<file path="config.mk">
export PLATFORM = sky130hd
export DESIGN_NAME = cbts_ctrl
export DESIGN_NICKNAME = d
export VERILOG_FILES = /design/src/sv/cbts_pkg.sv /design/src/sv/cbts_ctrl.sv
export SDC_FILE = /design/constraint.sdc
export NUM_CORES = 1
export LEC_CHECK = 0
export BUFFER_PORTS_ARGS = -buffer_cell sky130_fd_sc_hd__buf_2
export CAP_MARGIN = 25
export CORE_AREA = 2 2 39 41
export CTS_CLUSTER_DIAMETER = 120
export DETAILED_ROUTE_END_ITERATION = 6
export DIE_AREA = 0 0 41 43
export SYNTH_ARGS = -nofsm -noshare
export SYNTH_HDL_FRONTEND = slang
export SYNTH_SLANG_ARGS = --single-unit
</file>
<file path="constraint.sdc">
create_clock -name i_clk -period 1 [get_ports i_clk]
set_input_delay 0.15 -clock i_clk [delete_from_list [all_inputs] [get_ports i_clk]]
set_output_delay 0.15 -clock i_clk [all_outputs]
set_load 0.02 [all_outputs]
</file>
<file path="src/sv/cbts_pkg.sv">
// shared types, constants and helper functions for the can bit timing search
package cbts_pkg;

    localparam int DIVD_W        = 52;
    localparam int DIVS_W        = 36;
    localparam int COST_W        = 60;
    localparam int QUANTA_SPREAD = 25;
    localparam int PRESC_MAX     = 1023;
    localparam int SEG1_MAX      = 16;
    localparam int SEG2_MAX      = 8;

    localparam logic [1:0] REG_CLOCK_HZ      = 2'd0;
    localparam logic [1:0] REG_BAUD_WEIGHT   = 2'd1;
    localparam logic [1:0] REG_SAMPLE_WEIGHT = 2'd2;
    localparam logic [1:0] REG_QUANTA_WEIGHT = 2'd3;

    typedef struct packed {
        logic [19:0] bit_rate;
        logic [15:0] sample_pos;
    } t_in;

    typedef struct packed {
        logic [9:0] prescaler;
        logic [4:0] segment_one;
        logic [3:0] segment_two;
        logic [2:0] jump_width;
        logic [4:0] quanta_per_bit;
    } t_out;

    typedef enum logic [3:0] {
        ST_IDLE, ST_MUL, ST_SEG, ST_DIV_R, ST_PRESC, ST_DEN, ST_BST,
        ST_DIV_B, ST_DIV_S, ST_PROD, ST_COST, ST_NEXT, ST_FIN
    } t_state;

    typedef enum logic [1:0] {
        DIV_PRESC, DIV_BAUD, DIV_SAMPLE
    } t_div_sel;

    typedef struct packed {
        logic     load_in;
        logic     mul;
        logic     seg;
        logic     div_start;
        t_div_sel div_sel;
        logic     presc;
        logic     den;
        logic     save_eb;
        logic     save_es;
        logic     prod;
        logic     cost;
        logic     step_n;
        logic     load_out;
    } t_cmd;

    typedef struct packed {
        logic div_busy;
        logic skip;
        logic last_n;
        logic out_full;
    } t_sts;

    typedef logic [15:0] t_eq_tab [32];

    function automatic t_eq_tab eq_table(int nom);
        t_eq_tab tab;
        int      gap;
        for (int k = 0; k < 32; k++) begin
            gap    = (k > nom) ? k - nom : nom - k;
            tab[k] = 16'((gap * 65536) / QUANTA_SPREAD);
        end
        return tab;
    endfunction

endpackage

</file>
<file path="src/sv/cbts_ctrl.sv">
// controller state machine for the candidate sweep
module cbts_ctrl (
    input  logic           i_clk,
    input  logic           i_rst_n,
    input  logic           i_in_valid,
    output logic           o_in_stall,
    input  cbts_pkg::t_sts i_sts,
    output cbts_pkg::t_cmd o_cmd
);
    cbts_pkg::t_state r_state, n_state;

    always_ff @(posedge i_clk) begin
        if (!i_rst_n) begin
            r_state <= cbts_pkg::ST_IDLE;
        end else begin
            r_state <= n_state;
        end
    end

    always_comb begin
        n_state       = r_state;
        o_cmd         = '0;
        o_cmd.div_sel = cbts_pkg::DIV_PRESC;
        o_in_stall    = 1'b1;
        case (r_state)
            cbts_pkg::ST_IDLE: begin
                o_in_stall = 1'b0;
                if (i_in_valid) begin
                    o_cmd.load_in = 1'b1;
                    n_state       = cbts_pkg::ST_MUL;
                end
            end
            cbts_pkg::ST_MUL: begin
                o_cmd.mul = 1'b1;
                n_state   = cbts_pkg::ST_SEG;
            end
            cbts_pkg::ST_SEG: begin
                o_cmd.seg = 1'b1;
                if (i_sts.skip) begin
                    n_state = cbts_pkg::ST_NEXT;
                end else begin
                    o_cmd.div_start = 1'b1;
                    o_cmd.div_sel   = cbts_pkg::DIV_PRESC;
                    n_state         = cbts_pkg::ST_DIV_R;
                end
            end
            cbts_pkg::ST_DIV_R: begin
                if (!i_sts.div_busy) n_state = cbts_pkg::ST_PRESC;
            end
            cbts_pkg::ST_PRESC: begin
                o_cmd.presc = 1'b1;
                n_state     = cbts_pkg::ST_DEN;
            end
            cbts_pkg::ST_DEN: begin
                o_cmd.den = 1'b1;
                n_state   = cbts_pkg::ST_BST;
            end
            cbts_pkg::ST_BST: begin
                o_cmd.div_start = 1'b1;
                o_cmd.div_sel   = cbts_pkg::DIV_BAUD;
                n_state         = cbts_pkg::ST_DIV_B;
            end
            cbts_pkg::ST_DIV_B: begin
                if (!i_sts.div_busy) begin
                    o_cmd.save_eb   = 1'b1;
                    o_cmd.div_start = 1'b1;
                    o_cmd.div_sel   = cbts_pkg::DIV_SAMPLE;
                    n_state         = cbts_pkg::ST_DIV_S;
                end
            end
            cbts_pkg::ST_DIV_S: begin
                if (!i_sts.div_busy) begin
                    o_cmd.save_es = 1'b1;
                    n_state       = cbts_pkg::ST_PROD;
                end
            end
            cbts_pkg::ST_PROD: begin
                o_cmd.prod = 1'b1;
                n_state    = cbts_pkg::ST_COST;
            end
            cbts_pkg::ST_COST: begin
                o_cmd.cost = 1'b1;
                n_state    = cbts_pkg::ST_NEXT;
            end
            cbts_pkg::ST_NEXT: begin
                if (i_sts.last_n) begin
                    n_state = cbts_pkg::ST_FIN;
                end else begin
                    o_cmd.step_n = 1'b1;
                    n_state      = cbts_pkg::ST_MUL;
                end
            end
            cbts_pkg::ST_FIN: begin
                if (!i_sts.out_full) begin
                    o_cmd.load_out = 1'b1;
                    n_state        = cbts_pkg::ST_IDLE;
                end
            end
            default: n_state = cbts_pkg::ST_IDLE;
        endcase
    end

    a_accept_starts: assert property (@(posedge i_clk) disable iff (!i_rst_n)
        (r_state == cbts_pkg::ST_IDLE && i_in_valid) |=> (r_state == cbts_pkg::ST_MUL))
        else $error("accepted request did not start a sweep");
    a_div_idle: assert property (@(posedge i_clk) disable iff (!i_rst_n)
        o_cmd.div_start |-> (!i_sts.div_busy || r_state == cbts_pkg::ST_SEG
                             || r_state == cbts_pkg::ST_BST))
        else $error("divider restarted while busy");
    a_out_free: assert property (@(posedge i_clk) disable iff (!i_rst_n)
        o_cmd.load_out |-> !i_sts.out_full)
        else $error("result overwritten while stalled");
endmodule

</file>
### Yosys cells after proc, flatten, opt, wreduce, memory -nomap -nowiden

Cells that the tools add are included.

* bits in read-only memories: 0
* output and inout port bits: 15
* flip-flop bits (word level): 4
* memories kept: 0
* bits in writable memories: 0
* input port bits: 7
* latch bits: 0

* mux-type cells: 27
* reduce and logical (&&, ||, !) cells: 2
* bitwise operators: 0
* shift operators: 0
* order comparisons: 0
* equality and inequality tests: 17
* $mul: 0
* $add $sub $neg: 0
* divide/modulo/power cells: 0

Operator list (count)
* 4-bit one-hot mux with 13 select lines: 1
* 4-bit 2-to-1 mux: 7
* 4-bit == test (second input constant): 5
* 4-bit by 3-bit == test with 1-bit output (second input constant): 4
* 1-bit 2-to-1 mux: 16
* 2-bit inequality test (second input constant): 5
* 3-bit one-hot mux with 3 select lines: 1
* 4-bit by 2-bit == test with 1-bit output (second input constant): 2
* 3-bit 2-to-1 mux: 2
* 5-bit AND reduction: 1
* 4-bit by 1-bit == test with 1-bit output (second input constant): 1
* 4-bit zero test: 1

### Depth between registers and ports, before layout

* word-level depth: 3
* mapped depth: 5

### Worst setup path before layout

OpenSTA, ideal clock, no wires.

* kind: register -> output
* start: reg r_state[0]
* end: out o_cmd[12] (netlist bit)
* stages on the path, launching flop included: 4
* path slack: -0.340 ns
* arrival: 1.190 ns
* cell sequence: dfxtp_1 buf_2 nand2b_1 nor3_1

RTL lines
* start, declared: RTL line cbts_ctrl.sv:10 `cbts_pkg::t_state r_state, n_state;`
* start signal, assigned: RTL line cbts_ctrl.sv:14 `r_state <= cbts_pkg::ST_IDLE;`
* start signal, assigned: RTL line cbts_ctrl.sv:16 `r_state <= n_state;`
* end, declared: RTL line cbts_ctrl.sv:8 `output cbts_pkg::t_cmd o_cmd`

==> metrics.md <==
| Metric | Value |
|---|---|
| Mapped Avg Cell Area | `6.91 sq um` |
| Met1 usage | `25.4%` |
| Post-Syn Instances | `63` |
| Placed Cells | `110` |
| CTS Sinks | `4` |
| GR Layer Usage met3 | `0%` |
| Fin cells | `126` |
| Max-Cap Viols | `0` |
| Worst-Skew Late Latency | `0.24 ns` |
| Power Density | `2770 nW/um^2` |
| Post-synthesis instance area | `435 sq um` |
| Commonest non-fill, non-tap cells in the layout | `23 x buf_6, 16 x buf_4, 10 x nor3_4` |
| Netlist cell types | `25` |
| Biggest register | `r_state` |
| Wire per inst | `15.3 um` |
| Fillers | `81` |
| Failing checks | `negative setup slack` |
| Maximum fanout along the worst path | `6` |
| Die height | `43 um` |
| Clock transition at the registers of the reported paths | `0.04 ns` |
| Routed vias | `650` |
| Remaining DRCs | `0` |
| TritonCTS buffer count | `3` |
| Startpoint Class | `flip-flop` |
| Starting Density | `31.5%` |
| Max_slew headroom | `80.3%` |
| Initial antenna violation count | `0` |
| Final worst-path cycle share | `141%` |
| Seq cells post-synth | `4` |
| Largest registers | `r_state (4)` |
| Pre-CTS setup slack | `-0.216 ns` |
| First-pass GRT wire length | `2550 um` |
| Die area | `1760 sq um` |
| Max reg flops | `4` |
| # rows | `14` |
| CORE AREA | `1380 sq um` |
| Area grow syn2layout | `166%` |
| Die X | `41 um` |
| Share of cells above drive strength 1 | `79.1%` |
| DRT iter0 DRCs | `16` |
| Seq/Total Area, Yosys | `18.4%` |
| RePlAce Congestion | `0.797` |
| # diodes | `0` |
| Vias per cell | `5.16` |
| Status | `finished, violations left` |
| IO Pins | `22` |
| GRT Total Usage | `21.0%` |
| H-tree depth | `1` |
| Setup Skew | `0.00439 ns` |
| CTS tree | `yes` |
| DR pass1 iterations | `3` |
| Crit end category | `output pin` |
| Final ANT Viol Nets | `0` |
| Worst Tran Pin Value | `0.295 ns` |
| Post-DP HPWL | `1060 um` |
| Final WL | `1920 um` |
| Largest net degree at the start of global routing | `11` |
| Minimum clock period | `1.41 ns` |
| Slack of the critical path | `-0.405 ns` |
| WS Path Type | `flip-flop to output pin` |
| Layout Nets | `119` |
| Root Driver | `clkbuf_4` |
| Worst vdd ir | `1.95 mV` |
| Max Fclk | `0.712 GHz` |
| Leakage | `0.505 nW` |
| Unrepaired setup endpoints after global routing | `true` |
| GRT overflow | `0` |
| Post-DP Area | `826 sq um` |
| Hold Path Class | `primary input to flip-flop` |
| Final Hold Vio Count | `0` |
| Worst EP arrival | `1.26 ns` |
| PortBufs | `21` |
| Most common cell after layout, fill and taps aside | `buf_6` |
| CTS Buffer Depth | `2` |
| WHS | `0.218 ns` |
| Met2 Use GR | `37.8%` |
| Post-route cell area | `1160 sq um` |
| CP required | `0.85 ns` |
| Yosys Warn Count | `0` |
| Max-slew violation count | `0` |
| Gr busiest metal | `met2` |
| Syn_nets | `70` |
| Vias in the first global route | `592` |
| Final setup vio count | `19` |
==> report_power, final <==
group          switching [mW]  internal, mW
sequential              0.170         0.263
clock                  0.0720         0.135
combinational            1.25          1.31
==> stage by stage <==
step / power [mW] / util [%] / TNS, ns
after floorplan: 1.68 / - / -0.817
after global placement: 2.11 / 59.7 / -2.11
after detailed placement: 2.13 / 59.7 / -2.24
after CTS: 2.84 / 77.4 / -5.34
after global routing: 3.34 / 83.7 / -6.35
final: 3.21 / 83.7 / -5.78
==> cells in the mapped netlist <==
library cell	number	area [sq um]
a21oi_1	3	15.0
a31oi_1	1	6.26
and3_1	2	12.5
and3b_1	1	8.76
buf_2	2	10.0
buf_4	1	7.51
buf_6	1	11.3
dfxtp_1	4	80.1
inv_2	1	3.75
mux2i_1	3	30.0
nand2_1	8	30.0
nand2_2	1	6.26
nand2b_1	3	18.8
nand2b_2	1	8.76
nand3_1	1	5.00
nor2_1	7	26.3
nor2b_1	3	18.8
nor3_1	12	60.1
nor4b_2	1	15.0
o211ai_1	1	7.51
o21ai_0	2	10.0
o21ai_1	1	5.00
o21ai_2	1	8.76
o31ai_4	1	21.3
o32ai_1	1	8.76
==> worst paths after layout <==
path / startpoint / to / slack, ns / cells after the start
max: r_state[0] / o_cmd[10] / -0.41 / 5
min: i_rst_n / r_state[3] / 0.22 / 3
max reg2reg: r_state[0] / r_state[0] / -0.32 / 5
min reg2reg: r_state[3] / r_state[3] / 0.79 / 4
==> per-layer routing <==
metal,wire [um],vias up
li1,-,325
met5,0,-
met2,1090,16
met4,20,0
met1,773,307
met3,37,2
==> logic make-up after synthesis <==
| kind of cell | Yosys count | share of synthesized area (%) |
|---|---|---|
| simple gates | 40 | 48.3 |
| buf+inv | 5 | 7.47 |
| flops | 4 | 18.4 |
| mux | 3 | 6.90 |
| compound gates | 11 | 19.0 |
==> layout make-up <==
class	count	area (sq um)	share of cell area, %
repair buffers	48	449	38.8
multi-input cells	54	566	48.8
clock buffers	3	22.5	1.94
inverters	1	6.26	0.540
well taps	16	20.0	1.73
flip-flops and latches	4	95.1	8.21
==> critical path, stage by stage (launching register included) <==
cell,delay (ns)
dfxtp_4,0.38
buf_4,0.17
nand2_1,0.07
a21oi_2,0.19
nor2_4,0.04
buf_2,0.15
==> what timing repair did <==
action                                  4_1_cts  5_1_grt
gates resized for setup                      43       17
hold buffers                                  0        0
endpoints found under the setup margin       19       19
pin swaps                                     8       11
setup buffers                                11        3
No activity file was read; power rests on OpenSTA's default activity.
